## src/rtl/lpr_pkg.sv

```systemverilog
`timescale 1ns / 1ps
// ----------------------------------------------------------------------------
// lpr_pkg
// Shared widths, types and step-unit operation codes of the line rasterizer.
// ----------------------------------------------------------------------------
package lpr_pkg;

    localparam int COORD_W         = 6;
    localparam int INDEX_W         = 12;
    localparam int COLOR_W         = 32;
    localparam int FRAME_WIDTH_DEF = 64;

    // Operations of the shared add/compare unit
    typedef enum logic [1:0] {
        OP_ABSDIFF,
        OP_STEP_UP,
        OP_STEP_DN
    } alu_op_t;

    typedef struct packed {
        logic [COORD_W-1:0] x_start;
        logic [COORD_W-1:0] y_start;
        logic [COORD_W-1:0] x_end;
        logic [COORD_W-1:0] y_end;
    } line_t;

    typedef struct packed {
        logic [COORD_W-1:0] x;
        logic [COORD_W-1:0] y;
        logic               last;
    } pix_t;

endpackage

```

## src/rtl/lpr_step_alu.sv

```systemverilog
`timescale 1ns / 1ps
// ----------------------------------------------------------------------------
// lpr_step_alu
// Shared narrow add/compare unit: absolute difference for set-up, and one
// remainder step of the running quotient while walking the line.
// ----------------------------------------------------------------------------
module lpr_step_alu (
    input  lpr_pkg::alu_op_t               op,
    input  logic [lpr_pkg::COORD_W-1:0]    a,
    input  logic [lpr_pkg::COORD_W-1:0]    b,
    input  logic [lpr_pkg::COORD_W-1:0]    c,
    output logic [lpr_pkg::COORD_W-1:0]    res,
    output logic                           flag
);
    import lpr_pkg::*;

    localparam int EXT_W = COORD_W + 2;

    logic signed [EXT_W-1:0] sa;
    logic signed [EXT_W-1:0] sb;
    logic signed [EXT_W-1:0] sc;
    logic signed [EXT_W-1:0] sum;
    logic signed [EXT_W-1:0] diff;
    logic signed [EXT_W-1:0] mag;

    always_comb
    begin
        sa   = signed'({2'b00, a});
        sb   = signed'({2'b00, b});
        sc   = signed'({2'b00, c});
        sum  = '0;
        diff = '0;
        mag  = '0;
        res  = '0;
        flag = 1'b0;
        unique case (op)
            OP_ABSDIFF:
            begin
                // flag: a below b
                diff = sa - sb;
                flag = diff[EXT_W-1];
                mag  = flag ? -diff : diff;
                res  = mag[COORD_W-1:0];
            end
            OP_STEP_UP:
            begin
                // r + a, wrap once past d; flag: quotient rises
                sum  = sa + sb;
                diff = sum - sc;
                flag = !diff[EXT_W-1];
                res  = flag ? diff[COORD_W-1:0] : sum[COORD_W-1:0];
            end
            OP_STEP_DN:
            begin
                // r - a, borrow d once; flag: quotient falls
                diff = sa - sb;
                flag = diff[EXT_W-1];
                sum  = diff + sc;
                res  = flag ? sum[COORD_W-1:0] : diff[COORD_W-1:0];
            end
            default:
            begin
                res  = '0;
                flag = 1'b0;
            end
        endcase
    end

endmodule

```

## src/rtl/lpr_walker.sv

```systemverilog
`timescale 1ns / 1ps
// ----------------------------------------------------------------------------
// lpr_walker
// Sequencer: measures the spans with the shared unit, then walks the major
// axis one pixel per step, keeping quotient and remainder of the minor offset.
// ----------------------------------------------------------------------------
module lpr_walker (
    input  logic                clk,
    input  logic                rst_n,
    input  logic                start,
    input  lpr_pkg::line_t      line,
    output logic                idle,
    output logic                pix_valid,
    output lpr_pkg::pix_t       pix,
    input  logic                pix_take
);
    import lpr_pkg::*;

    typedef enum logic [2:0] {
        S_IDLE,
        S_DX,
        S_DY,
        S_CMP,
        S_RUN
    } state_t;

    state_t               state_reg, state_next;
    line_t                line_reg, line_next;
    logic [COORD_W-1:0]   span_x_reg, span_x_next;
    logic [COORD_W-1:0]   span_y_reg, span_y_next;
    logic                 neg_x_reg, neg_x_next;
    logic                 neg_y_reg, neg_y_next;
    logic                 x_major_reg, x_major_next;
    logic                 dn_reg, dn_next;
    logic [COORD_W-1:0]   t_reg, t_next;
    logic [COORD_W-1:0]   hi_reg, hi_next;
    logic [COORD_W-1:0]   q_reg, q_next;
    logic [COORD_W-1:0]   r_reg, r_next;
    logic [COORD_W-1:0]   major_span_reg, major_span_next;
    logic [COORD_W-1:0]   minor_span_reg, minor_span_next;
    logic [COORD_W-1:0]   minor_start_reg, minor_start_next;
    logic                 minor_neg_reg, minor_neg_next;

    alu_op_t              alu_op;
    logic [COORD_W-1:0]   alu_a;
    logic [COORD_W-1:0]   alu_b;
    logic [COORD_W-1:0]   alu_c;
    logic [COORD_W-1:0]   alu_res;
    logic                 alu_flag;
    logic [COORD_W-1:0]   minor_coord;
    logic                 at_last;

    lpr_step_alu u_alu (
        .op   (alu_op),
        .a    (alu_a),
        .b    (alu_b),
        .c    (alu_c),
        .res  (alu_res),
        .flag (alu_flag)
    );

    assign idle        = (state_reg == S_IDLE);
    assign pix_valid   = (state_reg == S_RUN);
    assign at_last     = (t_reg == hi_reg);
    assign minor_coord = minor_neg_reg ? (minor_start_reg - q_reg)
                                       : (minor_start_reg + q_reg);
    assign pix.x       = x_major_reg ? t_reg : minor_coord;
    assign pix.y       = x_major_reg ? minor_coord : t_reg;
    assign pix.last    = at_last;

    always_comb
    begin
        state_next       = state_reg;
        line_next        = line_reg;
        span_x_next      = span_x_reg;
        span_y_next      = span_y_reg;
        neg_x_next       = neg_x_reg;
        neg_y_next       = neg_y_reg;
        x_major_next     = x_major_reg;
        dn_next          = dn_reg;
        t_next           = t_reg;
        hi_next          = hi_reg;
        q_next           = q_reg;
        r_next           = r_reg;
        major_span_next  = major_span_reg;
        minor_span_next  = minor_span_reg;
        minor_start_next = minor_start_reg;
        minor_neg_next   = minor_neg_reg;
        alu_op           = OP_ABSDIFF;
        alu_a            = line_reg.x_end;
        alu_b            = line_reg.x_start;
        alu_c            = major_span_reg;

        unique case (state_reg)
            S_IDLE:
            begin
                if (start)
                begin
                    line_next  = line;
                    state_next = S_DX;
                end
            end
            S_DX:
            begin
                span_x_next = alu_res;
                neg_x_next  = alu_flag;
                state_next  = S_DY;
            end
            S_DY:
            begin
                alu_a       = line_reg.y_end;
                alu_b       = line_reg.y_start;
                span_y_next = alu_res;
                neg_y_next  = alu_flag;
                state_next  = S_CMP;
            end
            S_CMP:
            begin
                // x span below y span selects y-major; ties stay x-major
                alu_a        = span_x_reg;
                alu_b        = span_y_reg;
                x_major_next = !alu_flag;
                r_next       = '0;
                if (!alu_flag)
                begin
                    major_span_next  = span_x_reg;
                    minor_span_next  = span_y_reg;
                    minor_start_next = line_reg.y_start;
                    minor_neg_next   = neg_y_reg;
                    dn_next          = neg_x_reg;
                    if (neg_x_reg)
                    begin
                        t_next  = line_reg.x_end;
                        hi_next = line_reg.x_start;
                        q_next  = span_y_reg;
                    end
                    else
                    begin
                        t_next  = line_reg.x_start;
                        hi_next = line_reg.x_end;
                        q_next  = '0;
                    end
                end
                else
                begin
                    major_span_next  = span_y_reg;
                    minor_span_next  = span_x_reg;
                    minor_start_next = line_reg.x_start;
                    minor_neg_next   = neg_x_reg;
                    dn_next          = neg_y_reg;
                    if (neg_y_reg)
                    begin
                        t_next  = line_reg.y_end;
                        hi_next = line_reg.y_start;
                        q_next  = span_x_reg;
                    end
                    else
                    begin
                        t_next  = line_reg.y_start;
                        hi_next = line_reg.y_end;
                        q_next  = '0;
                    end
                end
                state_next = S_RUN;
            end
            S_RUN:
            begin
                alu_op = dn_reg ? OP_STEP_DN : OP_STEP_UP;
                alu_a  = r_reg;
                alu_b  = minor_span_reg;
                alu_c  = major_span_reg;
                if (pix_take)
                begin
                    if (at_last)
                    begin
                        state_next = S_IDLE;
                    end
                    else
                    begin
                        t_next = t_reg + 1'b1;
                        r_next = alu_res;
                        if (dn_reg)
                        begin
                            q_next = q_reg - COORD_W'(alu_flag);
                        end
                        else
                        begin
                            q_next = q_reg + COORD_W'(alu_flag);
                        end
                    end
                end
            end
            default:
            begin
                state_next = S_IDLE;
            end
        endcase
    end

    always_ff @(posedge clk or negedge rst_n)
    begin
        if (!rst_n)
        begin
            state_reg       <= S_IDLE;
            line_reg        <= '0;
            span_x_reg      <= '0;
            span_y_reg      <= '0;
            neg_x_reg       <= 1'b0;
            neg_y_reg       <= 1'b0;
            x_major_reg     <= 1'b0;
            dn_reg          <= 1'b0;
            t_reg           <= '0;
            hi_reg          <= '0;
            q_reg           <= '0;
            r_reg           <= '0;
            major_span_reg  <= '0;
            minor_span_reg  <= '0;
            minor_start_reg <= '0;
            minor_neg_reg   <= 1'b0;
        end
        else
        begin
            state_reg       <= state_next;
            line_reg        <= line_next;
            span_x_reg      <= span_x_next;
            span_y_reg      <= span_y_next;
            neg_x_reg       <= neg_x_next;
            neg_y_reg       <= neg_y_next;
            x_major_reg     <= x_major_next;
            dn_reg          <= dn_next;
            t_reg           <= t_next;
            hi_reg          <= hi_next;
            q_reg           <= q_next;
            r_reg           <= r_next;
            major_span_reg  <= major_span_next;
            minor_span_reg  <= minor_span_next;
            minor_start_reg <= minor_start_next;
            minor_neg_reg   <= minor_neg_next;
        end
    end

    // Remainder stays below the major span while walking
    a_rem_bound: assert property (@(posedge clk) disable iff (!rst_n)
        (state_reg == S_RUN) |-> ((r_reg < major_span_reg) || (r_reg == '0)))
        else $error("remainder out of range");

    // Minor offset never exceeds the minor span
    a_quot_bound: assert property (@(posedge clk) disable iff (!rst_n)
        (state_reg == S_RUN) |-> (q_reg <= minor_span_reg))
        else $error("minor offset beyond span");

    // Handing over the last pixel ends the line
    a_last_ends: assert property (@(posedge clk) disable iff (!rst_n)
        (pix_valid && pix_take && pix.last) |=> (state_reg == S_IDLE))
        else $error("walk continued past last pixel");

    // A request starts the span set-up
    a_start_setup: assert property (@(posedge clk) disable iff (!rst_n)
        (idle && start) |=> (state_reg == S_DX))
        else $error("request not taken into set-up");

endmodule

```

## src/rtl/line_pixel_rasterizer_top.sv

```systemverilog
`timescale 1ns / 1ps
// ----------------------------------------------------------------------------
// line_pixel_rasterizer_top
// Line rasterizer: one line request in, one pixel write per major-axis step.
// ----------------------------------------------------------------------------
// A request carries two endpoints and a colour. The block walks the major axis
// (x on ties) from the smaller coordinate to the larger and emits one pixel
// write per step: index x + FRAME_WIDTH*y (12 bits, no clipping), the colour,
// and last_pixel on the final write. A zero-length line gives a single pixel.
// Sequence: a request is taken while idle, followed by the set-up states on the
// shared add/compare unit (x span, y span, span compare), then one pixel per
// cycle while the output side does not stall, N+1 pixels for a major span of
// N; the shared unit, giving one remainder step per cycle, sets the pixel rate.
// in_ready is high again once the last pixel sits in the output register, so
// the next request may be taken while that pixel still waits to be read.
// ----------------------------------------------------------------------------
module line_pixel_rasterizer_top #(
    parameter int FRAME_WIDTH = lpr_pkg::FRAME_WIDTH_DEF
) (
    input  logic                          clk,
    input  logic                          rst_n,
    input  logic                          in_valid,
    output logic                          in_ready,
    input  logic [lpr_pkg::COORD_W-1:0]   x_start,
    input  logic [lpr_pkg::COORD_W-1:0]   y_start,
    input  logic [lpr_pkg::COORD_W-1:0]   x_end,
    input  logic [lpr_pkg::COORD_W-1:0]   y_end,
    input  logic [lpr_pkg::COLOR_W-1:0]   line_color,
    output logic                          out_valid,
    input  logic                          out_ready,
    output logic [lpr_pkg::INDEX_W-1:0]   pixel_index,
    output logic [lpr_pkg::COLOR_W-1:0]   pixel_color,
    output logic                          last_pixel
);
    import lpr_pkg::*;

    // Row stride of the linear index, kept to the index width
    localparam logic [INDEX_W-1:0] ROW_STRIDE = INDEX_W'(FRAME_WIDTH);

    logic                 start;
    logic                 idle;
    line_t                line;
    logic                 pix_valid;
    pix_t                 pix;
    logic                 pix_take;
    logic [INDEX_W-1:0]   pix_index;

    logic [COLOR_W-1:0]   color_reg, color_next;
    logic                 out_valid_reg, out_valid_next;
    logic [INDEX_W-1:0]   index_reg, index_next;
    logic [COLOR_W-1:0]   out_color_reg, out_color_next;
    logic                 last_reg, last_next;

    assign in_ready     = idle;
    assign start        = in_valid && in_ready;
    assign line.x_start = x_start;
    assign line.y_start = y_start;
    assign line.x_end   = x_end;
    assign line.y_end   = y_end;

    lpr_walker u_walker (
        .clk       (clk),
        .rst_n     (rst_n),
        .start     (start),
        .line      (line),
        .idle      (idle),
        .pix_valid (pix_valid),
        .pix       (pix),
        .pix_take  (pix_take)
    );

    // Advance the walk whenever the output register is free or being drained
    assign pix_take  = !out_valid_reg || out_ready;
    assign pix_index = INDEX_W'(pix.x) + ROW_STRIDE * INDEX_W'(pix.y);

    always_comb
    begin
        color_next     = color_reg;
        out_valid_next = out_valid_reg;
        index_next     = index_reg;
        out_color_next = out_color_reg;
        last_next      = last_reg;
        // Hold the colour for the whole walk
        if (start)
        begin
            color_next = line_color;
        end
        if (pix_valid && pix_take)
        begin
            out_valid_next = 1'b1;
            index_next     = pix_index;
            out_color_next = color_reg;
            last_next      = pix.last;
        end
        else if (out_ready)
        begin
            // Drop the pixel once it has been taken
            out_valid_next = 1'b0;
        end
    end

    always_ff @(posedge clk or negedge rst_n)
    begin
        if (!rst_n)
        begin
            out_valid_reg <= 1'b0;
        end
        else
        begin
            out_valid_reg <= out_valid_next;
        end
    end

    always_ff @(posedge clk)
    begin
        color_reg     <= color_next;
        index_reg     <= index_next;
        out_color_reg <= out_color_next;
        last_reg      <= last_next;
    end

    assign out_valid   = out_valid_reg;
    assign pixel_index = index_reg;
    assign pixel_color = out_color_reg;
    assign last_pixel  = last_reg;

endmodule
```

## config.mk

```make
export PLATFORM = sky130hd
export DESIGN_NAME = line_pixel_rasterizer_top
export DESIGN_NICKNAME = d
export VERILOG_FILES = /design/src/rtl/lpr_pkg.sv /design/src/rtl/lpr_step_alu.sv /design/src/rtl/lpr_walker.sv /design/src/rtl/line_pixel_rasterizer_top.sv
export SDC_FILE = /design/constraint.sdc
export NUM_CORES = 1
export LEC_CHECK = 0
export BUFFER_PORTS_ARGS = -buffer_cell sky130_fd_sc_hd__buf_4
export CAP_MARGIN = 20
export CORE_UTILIZATION = 50
export DETAILED_ROUTE_END_ITERATION = 10
export PLACE_DENSITY = 0.7
export SLEW_MARGIN = 10
export SYNTH_ARGS = -nofsm -noshare
export SYNTH_HDL_FRONTEND = slang
export SYNTH_HIERARCHICAL = 1
export SYNTH_SLANG_ARGS = --single-unit
export TNS_END_PERCENT = 5
```

## constraint.sdc

```tcl
create_clock -name clk -period 8.11 [get_ports clk]
set_clock_uncertainty 0.2 [all_clocks]
set_input_delay 1.622 -clock clk [delete_from_list [all_inputs] [get_ports clk]]
set_output_delay 1.622 -clock clk [all_outputs]
set_load 0.01 [all_outputs]
```

# After elaboration in Yosys (flattened, before gate mapping)
# Index checks and enable logic that the tools add are counted.
[classes]
add_sub_neg = 11
mul = 0
div_mod_pow = 0
order_cmp = 0
eq_ne = 11
n_shift = 0
muxes = 42
n_bitwise = 0
reduce_logical = 14
[ops]
columns = ["cell", "count"]
rows = [
  ["6-bit 2-to-1 mux", 25],
  ["6-bit case mux with 3 select lines", 3],
  ["6-bit case mux with 2 select lines", 3],
  ["3-bit case mux with 5 select lines", 1],
  ["6-bit by 12-bit adder with 12-bit output", 1],
  ["6-bit adder", 2],
  ["3-bit 2-to-1 mux", 3],
  ["7-bit by 6-bit subtractor with 8-bit output", 1],
  ["6-bit by 6-bit adder with 7-bit output", 1],
  ["6-bit by 6-bit subtractor with 7-bit output", 1],
  ["6-bit by 1-bit adder with 6-bit output", 1],
  ["6-bit by 1-bit adder with 6-bit output (second input constant)", 1],
  ["3-bit by 2-bit == test with 1-bit output (second input constant)", 2],
  ["6-bit == test", 1],
  ["2-bit by 1-bit inequality test with 1-bit output (second input constant)", 3],
  ["6-bit negator", 1],
  ["3-bit AND reduction", 2],
  ["6-bit by 1-bit subtractor with 6-bit output", 1],
  ["6-bit subtractor", 1],
  ["1-bit 2-to-1 mux", 4],
  ["2-bit 2-to-1 mux", 2],
  ["2-bit nonzero test", 2],
  ["3-bit by 1-bit == test with 1-bit output (second input constant)", 1],
  ["3-bit == test (second input constant)", 1],
  ["other kinds (11)", 14],
]
[totals]
reg_bits = 164
latchBits = 0
ramBits = 0
romBits = 0
in_bits = 60
elab_cells = 102
n_memories = 0

# Depth between registers and ports, before layout
# Gate-level depths: netlist of the first run.
[depth]
ltp_word = 11
depth_mapped = 29

# Hierarchy
# Netlist of the first run, hierarchy kept.
[by_module_without_submodules]
columns = ["mod", "instances", "cells_each", "area_per_inst_um2", "seq_area_each_um2"]
rows = [
  ["lpr_walker", 1, 511, 5137.4, 2152.1],
  ["line_pixel_rasterizer_top", 1, 82, 2372.3, 2337.2],
  ["lpr_step_alu", 1, 165, 1255.0, 0.0],
]

# Least setup slack after synthesis of the first run
# No wires, ideal clock.
[synth_timing]
path_type = "register to register"
start = "register u_walker.state_reg[0]"
end = "register u_walker.q_reg[5]"
setup_time_ps = 126
arrival_ps = 5193
required_time_ps = 7784
slack_ps = 2591
path_stages_with_launch = 28
n_path_buf = 4
period_less_slack_ps = 5519
path_cell_list = "dfrtp_1 -> buf_4 -> nor2_4 -> nand2_4 -> inv_4 -> buf_2 -> buf_2 -> a221o_1 -> ha_1 -> fa_1 -> and2b_1 -> o21a_1 -> nor2_1 -> xor2_1 -> ha_1 -> o21a_1 -> o41ai_1 -> nand3_1 -> inv_1 -> o22ai_1 -> clkbuf_1 -> nand2b_1 -> ha_1 -> nor2b_1 -> o31ai_1 -> a21oi_1 -> xnor2_1 -> o311a_1"
[synth_between]
elab_chain_cells = 11
word_cells_on_any_way = 26
cone_classes = "5 x add/sub; 7 x eq/ne; 9 x mux; 5 x reduce/logical"
[synth_lines]
columns = ["item", "line", "source"]
rows = [
  ["start: declaration", "lpr_walker.sv:27", "state_t state_reg, state_next;"],
  ["start signal: assignment", "lpr_walker.sv:223", "state_reg <= state_next;"],
  ["3-bit == test / 3-bit by 2-bit == test with 1-bit output (equally long branches)", "lpr_walker.sv:94", "unique case (state_reg)"],
  ["6-bit case mux with 3 select lines *", "lpr_walker.sv:94", ""],
  ["net u_walker.alu_a[0]", "lpr_walker.sv:45", "logic [COORD_W-1:0] alu_a;"],
  ["6-bit by 6-bit adder with 7-bit output", "lpr_step_alu.sv:48", "sum = sa + sb;"],
  ["7-bit by 6-bit subtractor with 8-bit output", "lpr_step_alu.sv:49", "diff = sum - sc;"],
  ["1-bit zero test", "lpr_step_alu.sv:50", "flag = !diff[EXT_W-1];"],
  ["1-bit case mux with 2 select lines *", "lpr_step_alu.sv:36", "unique case (op)"],
  ["net u_walker.alu_flag", "lpr_walker.sv:49", "logic alu_flag;"],
  ["6-bit by 1-bit adder with 6-bit output / 6-bit by 1-bit subtractor with 6-bit output (equally long branches)", "lpr_walker.sv:188, lpr_walker.sv:184", ""],
  ["6-bit 2-to-1 mux", "lpr_walker.sv:182", "if (dn_reg)"],
  ["6-bit 2-to-1 mux", "lpr_walker.sv:174", "if (at_last)"],
  ["6-bit 2-to-1 mux", "lpr_walker.sv:172", "if (pix_take)"],
  ["6-bit case mux with 2 select lines *", "lpr_walker.sv:94", ""],
  ["end signal: assignment", "lpr_walker.sv:233", "q_reg <= q_next;"],
  ["end: declaration", "lpr_walker.sv:37", "logic [COORD_W-1:0] q_reg, q_next;"],
]
# The timed path passes the listed nets; every way through them passes the cells marked *. The select of a mux whose other input is x is not followed.
# A chain may end at the register's enable or synchronous reset.

# Worst setup path after layout of the first run
[layout_timing]
start = "register u_walker.state_reg[0]"
end = "register u_walker.q_reg[5]"
[layout_between]
elab_chain_cells = 11
word_cells_on_any_way = 26
cone_classes = "5 x add/sub; 7 x eq/ne; 9 x mux; 5 x reduce/logical"
[layout_lines]
columns = ["item", "line", "source"]
rows = [
  ["3-bit == test *", "--", ""],
  ["net pix_valid", "line_pixel_rasterizer_top.sv:43", "logic pix_valid;"],
  ["6-bit case mux with 3 select lines *", "lpr_walker.sv:94", ""],
  ["net u_walker.alu_b[1]", "lpr_walker.sv:46", "logic [COORD_W-1:0] alu_b;"],
  ["6-bit by 6-bit adder with 7-bit output", "lpr_step_alu.sv:48", ""],
  ["7-bit by 6-bit subtractor with 8-bit output", "lpr_step_alu.sv:49", ""],
  ["1-bit zero test", "lpr_step_alu.sv:50", ""],
  ["1-bit case mux with 2 select lines *", "lpr_step_alu.sv:36", ""],
  ["net u_walker.alu_flag", "lpr_walker.sv:49", ""],
  ["6-bit by 1-bit adder with 6-bit output / 6-bit by 1-bit subtractor with 6-bit output (equally long branches)", "lpr_walker.sv:188, lpr_walker.sv:184", ""],
  ["6-bit 2-to-1 mux", "lpr_walker.sv:182", ""],
  ["6-bit 2-to-1 mux", "lpr_walker.sv:174", ""],
  ["6-bit 2-to-1 mux", "lpr_walker.sv:172", ""],
  ["6-bit case mux with 2 select lines *", "lpr_walker.sv:94", ""],
]
# Marked as above.

==> out/metrics.yaml, run 1 <==
global_route:
  grt_overflow: 0
  grt_pass1_wl_um: 31900
  grt_pass1_vias: 6102
  grt_max_degree: 88
  antenna_found_initial: 0
  track_usage: 0.230
clocking:
  cts_setup_buffers: 0
  cts_hold_buffers: 0
  clock-sinks: 164
  cts_buffer_depth: 2
  cts-htree-levels: 4
  cts_buffers: 17
  cts_tree: "yes"
  path_clk_slew_ns: 0.06
  insertion_delay_ns: 0.43
  post_cts_resized: 0
  root_buffer: "clkbuf_16"
sta:
  period_share: 0.929
  rsz0062_at_grt: "no"
  setup_viol: 0
  slew_headroom: 0.325
  fmax_mhz: 133
  fin_crit_ns: 7.54
  final_hold_viol_count: 0
  setup_tns_ns: 0
  drv_slew: 0
  tightest_slew_ns: 1.01
  hold_slack_ns: 0.217
  layout_setup_ws_ns: 0.574
yosys:
  synth-edff-count: 77
  yosys.area.top_type: "edfxtp_1"
  synthFlopType: "dfrtp_1"
  synth_common_cells: "87 x dfrtp_1, 77 x edfxtp_1, 64 x nand2_1"
  synth_cell_types: 72
  synth.area.top_cells: "edfxtp_1 26%, dfrtp_1 25%, mux2_2 6.4%"
  ys_ff_latch: 164
  seq_area_frac_synth: 0.512
  syn_nets: 860
  synth.cell_area_um2: 8760
  ys_async_sr_fraction: 0.530
  synth.avg_cell_area_um2: 11.6
  yosys_warnings: 6
  syn_inst: 758
  yosysTopAreaCellShare: 0.264
  synthMostInstantiatedCell: "dfrtp_1"
floorplan:
  fp.dieArea_um2: 18100
  die_x_um: 134
  die_h_um: 134
  floorplan.initialDensity: 0.508
  coreArea_um2: 17200
  fp-row-count: 48
  io_pins: 107
detailed_routing:
  drt-pass1-iter-count: 6
  drtIter0Drc: 526
  drc_errors: 0
  via_per_inst: 5.83
  via_count: 6327
  wire_per_inst_um: 18.4
  antenna_left: 0
  wirelength_um: 19900
placement:
  dpl-instance-area_um2: 9660
  place_ws_ns: 0.790
  gp_congestion: 0.931
  dp_hpwl_um: 14300
  io_buffers: 106
critical_path:
  cp-end-kind: "flip-flop"
  critical_path_class: "reg2reg"
  critPathLaunchType: "flip-flop"
  cp_max_fo: 56
  slowest_delay_ns: 0.91
  worst_path_most_repeated_cell: "ha_1"
  critical_path_buf_inv_count: 4
  crit_family: "compound AO/OA/AOI/OAI gates"
  crit_path_top_delay_cell: "dfrtp_1"
  crit_required_ns: 8.22
  cp.arrival_ns: 7.64
finish:
  fillers: 1422
  fin_area_um2: 10300
  nNetsFinal: 949
  layout-drive-gt1-share: 0.248
  area_growth_pct: 17.3
  antenna_cells: 0
job:
  max_cap_violations: 0
worst_hold_path:
  hold_class: "reg2reg"
status:
  status: "complete, no violations"
[final timing paths]
check,startpoint,end,slack [ns],depth (start not counted)
min reg2reg,color_reg[5]$_DFFE_PP_,pixel_color[5]$_DFFE_PP_,0.22,0
max,u_walker/state_reg[0]$_DFFE_PN0P_,u_walker/q_reg[5]$_DFFE_PN0P_,0.57,25
max reg2reg,u_walker/state_reg[0]$_DFFE_PN0P_,u_walker/q_reg[5]$_DFFE_PN0P_,0.57,25
min in group asynchronous,rst_n,u_walker/line_reg[9]$_DFFE_PN0P_,0.92,1
min,color_reg[5]$_DFFE_PP_,pixel_color[5]$_DFFE_PP_,0.22,0
max in group asynchronous,rst_n,u_walker/alu_c[1]$_DFFE_PN0P_,6.17,2
[cell usage in the layout (no fill, tap or decap), types with 26 or more instances in the layout]
| cell type | n |
|---|---|
| nor2_1 | 48 |
| edfxtp_1 | 77 |
| o21ai_0 | 52 |
| ha_1 | 36 |
| inv_1 | 26 |
| mux2i_1 | 54 |
| a21oi_1 | 32 |
| nand2_1 | 64 |
| dfrtp_1 | 87 |
| mux2_2 | 50 |
| buf_4 | 109 |
[metal layers]
| metal | part of all wire | track usage | up-vias |
|---|---|---|---|
| li1 | - | - | 2951 |
| met1 | 0.43 | 0.307 | 3068 |
| met2 | 0.48 | 0.367 | 266 |
| met3 | 0.068 | 0.0529 | 42 |
| met4 | 0.024 | 0.0868 | 0 |
| met5 | 0 | 0 | - |
[cells by family (layout without fill, tap and decap cells)]
family / Yosys count / in the layout / share of synthesized area
AOI/OAI and AO/OA: 164 / 164 / 0.125
muxes: 105 / 105 / 0.128
DFF: 164 / 164 / 0.512
adders and majority gates: 42 / 42 / 0.0651
xor gates and xnor gates: 27 / 27 / 0.0270
and+or+nand+nor: 187 / 187 / 0.106
buffers and inverters: 69 / 171 / 0.0374
[worst reg2reg max path, stage by stage (launching register included)]
cell and delay [ns]:
dfrtp_1 0.91, nor2_4 0.08, nand2_4 0.14, inv_4 0.19, nor2b_1 0.70, a221o_1 0.36, inv_1 0.10, ha_1 0.29
nand2b_1 0.15, a21oi_1 0.26, nor2_1 0.09, xnor2_1 0.24, ha_1 0.33, o211a_1 0.16, o41ai_1 0.45, nand3_1 0.38
inv_1 0.21, o22ai_4 0.07, buf_4 0.35, nand2b_1 0.35, ha_1 0.29, nor2b_1 0.14, o31ai_1 0.40, a21oi_1 0.15
xnor2_1 0.16, o311a_1 0.29
[layout make-up]
cell class,count,area [um^2],share of cell area
flip-flops and latches,164,4490,0.436
clock buffers,17,425,0.0414
repair buffers,111,873,0.0849
clock inverters,15,146,0.0142
inverters,28,108,0.0105
multi-input cells,525,3960,0.385
well taps,225,282,0.0274
[through the flow]
| stage | std cells | utilization |
|---|---|---|
| final | 1085 | 0.597 |
| after global routing | 1085 | 0.597 |
| after CTS | 1083 | 0.593 |
| after detailed placement | 1051 | 0.560 |
| after global placement | 1051 | 0.560 |
| after floorplan | 758 | - |
Power of run 1 is left out: the tool's default activity adds up to more than one toggle a clock period on the data nets, which glitch-free logic cannot reach.
==> inputs of run 2 (changes only) <==
- CORE_ASPECT_RATIO: not set -> 2
- CORE_MARGIN: not set -> 2
==> run 2 against run 1 <==
Effect of this change: fmax is 5.2% higher; cell count is 1.5% lower; sequential share of layout area is 0.11 points higher; via count is 0.22% lower; setup slack better by 0.37 ns; core utilization hardly changed; critical path depth stayed put; register-to-register slack better by 0.37 ns; global-route usage is 1.2 points higher; count of clock-buffer cells in the layout stayed put; first-iteration DRC count is 45% lower; highest routed layer unchanged.
==> out/metrics.yaml, run 2 (synthesized netlist as in run 1, its figures left out) <==
critical_path:
  r2r_start: "u_walker/state_reg[0]$_DFFE_PN0P_"
  critical_path_buf_inv_count: 4  # unchanged
  reg2regPathDepth: 25  # unchanged
  slowest_delay_ns: 0.93  # +0.02 ns
  worst_path_most_repeated_cell: "ha_1"
  critPathLaunchType: "flip-flop"
  r2r_slack_ns: 0.95  # +0.37 ns
  worstReg2RegEnd: "u_walker/q_reg[4]$_DFFE_PN0P_"
  crit_family: "compound AO/OA/AOI/OAI gates"
  crit_path_top_delay_cell: "dfrtp_1"
  critical_path_class: "reg2reg"
  crit_required_ns: 8.19  # -0.03 ns
  cp.arrival_ns: 7.24  # -0.40 ns
  cp-end-kind: "flip-flop"
  cp_max_fo: 55  # -1.8%
clocking:
  cts_setup_buffers: 0  # unchanged
  cts_buffers: 17  # unchanged
  clock-sinks: 164  # unchanged
  path_clk_slew_ns: 0.07  # about the same
  root_buffer: "clkbuf_16"
  cts_buffer_depth: 2  # unchanged
  insertion_delay_ns: 0.43  # about the same
  cts_tree: "yes"
  post_cts_resized: 0  # unchanged
  cts_hold_buffers: 0  # unchanged
  cts-htree-levels: 4  # unchanged
detailed_routing:
  wire_per_inst_um: 21.0  # +14%
  via_count: 6313  # -0.22%
  drt-pass1-iter-count: 5  # -1
  antenna_left: 0  # unchanged
  via_per_inst: 5.91  # +1.3%
  wirelength_um: 22400  # +12%
  drtIter0Drc: 289  # -45%
  drc_errors: 0  # unchanged
global_route:
  top_usage_layer: "met2"
  grt_pass1_vias: 6415  # +5.1%
  met2_usage: 0.456  # +0.0892
  track_usage: 0.243  # +0.0124
  grt_max_degree: 74  # -16%
  antenna_found_initial: 0  # unchanged
  grt_pass1_wl_um: 34500  # +8.0%
  grt_overflow: 0  # unchanged
  gr-usage-met1: 0.248  # -0.0593
  grt_use_met3: 0.0333  # -0.0196
worst_hold_path:
  whs_path_depth: 0  # unchanged
  hold_class: "reg2reg"
  hold_end: "pixel_color[10]$_DFFE_PP_"
  min-delay-start: "color_reg[10]$_DFFE_PP_"
placement:
  io_buffers: 106  # unchanged
  placed_cells: 1037  # -1.3%
  dp_hpwl_um: 17100  # +19%
  gp_congestion: 0.988  # +6.1%
sta:
  fin_crit_ns: 7.16  # -0.372 ns
  period_share: 0.883  # -0.0459
  tightest_slew_ns: 1.11  # +0.0978 ns
  setup_tns_ns: 0  # unchanged
  fmax_mhz: 140  # +5.2%
  final_hold_viol_count: 0  # unchanged
  rsz0062_at_grt: "no"
  drv_slew: 0  # unchanged
  setup_viol: 0  # unchanged
  slew_headroom: 0.262  # -0.0632
finish:
  final_cells: 1069  # -1.5%
  fillers: 1438  # +1.1%
  seqCellArea_um2: 4490  # unchanged
  antenna_cells: 0  # unchanged
  multiInputGateArea_um2: 3960  # unchanged
  nNetsFinal: 948  # -0.11%
  area_growth_pct: 17.0
  layout.cells.most_common_list: "110 x buf_4, 87 x dfrtp_1, 77 x edfxtp_1"
  mostFrequentLayoutCell: "buf_4"
  layout-drive-gt1-share: 0.246  # -0.00204
floorplan:
  die_h_um: 191  # +42%
  fp.dieArea_um2: 18700  # +3.4%
  die_x_um: 97.6  # -27%
  io_pins: 107  # unchanged
  coreArea_um2: 17200  # -0.29%
  fp-row-count: 68  # +42%
  floorplan.initialDensity: 0.510  # +0.00148
job:
  max_cap_violations: 0  # unchanged
status:
  status: "complete, no violations"
==> run 2: worst max-delay path by stage <==
stage                                           start                       endpoint  slack (ns)  cells past startpoint
floorplan           u_walker/state_reg[0]$_DFFE_PN0P_  u_walker/q_reg[5]$_DFFE_PN0P_        2.59                     27
global placement    u_walker/state_reg[0]$_DFFE_PN0P_  u_walker/q_reg[4]$_DFFE_PN0P_        1.31                     25
detailed placement  u_walker/state_reg[0]$_DFFE_PN0P_  u_walker/q_reg[4]$_DFFE_PN0P_        1.09                     25
CTS                 u_walker/state_reg[0]$_DFFE_PN0P_  u_walker/q_reg[4]$_DFFE_PN0P_        1.02                     25
global route        u_walker/state_reg[0]$_DFFE_PN0P_  u_walker/q_reg[4]$_DFFE_PN0P_        0.58                     25
finish              u_walker/state_reg[0]$_DFFE_PN0P_  u_walker/q_reg[4]$_DFFE_PN0P_        0.95                     25
==> run 2: layer usage <==
metal | routed length (um) | vias to the layer above
li1 | - | 2953
met3 | 926 | 65
met1 | 7910 | 3050
met2 | 12200 | 245
met4 | 1320 | 0
met5 | 0 | -
==> run 2: layout make-up <==
| class | count | area share |
|---|---|---|
| inverter | 28 | 0.0105 |
| sequential | 164 | 0.438 |
| clock inverter | 15 | 0.0182 |
| timing repair buffer | 110 | 0.0805 |
| tap | 210 | 0.0256 |
| multi-input combinational | 525 | 0.386 |
| clock buffer | 17 | 0.0415 |
==> run 2: metrics by stage <==
step	hold WS [ns]	area (um^2)	util	setup slack (ns)
floorplan	0.200	8760	-	2.59
global placement	0.201	9650	0.561	1.31
detailed placement	0.205	9650	0.561	1.09
CTS	0.217	10300	0.597	1.02
global route	0.220	10300	0.597	0.582
finish	0.218	10300	0.597	0.946
Power of run 2 is left out for the same reason.
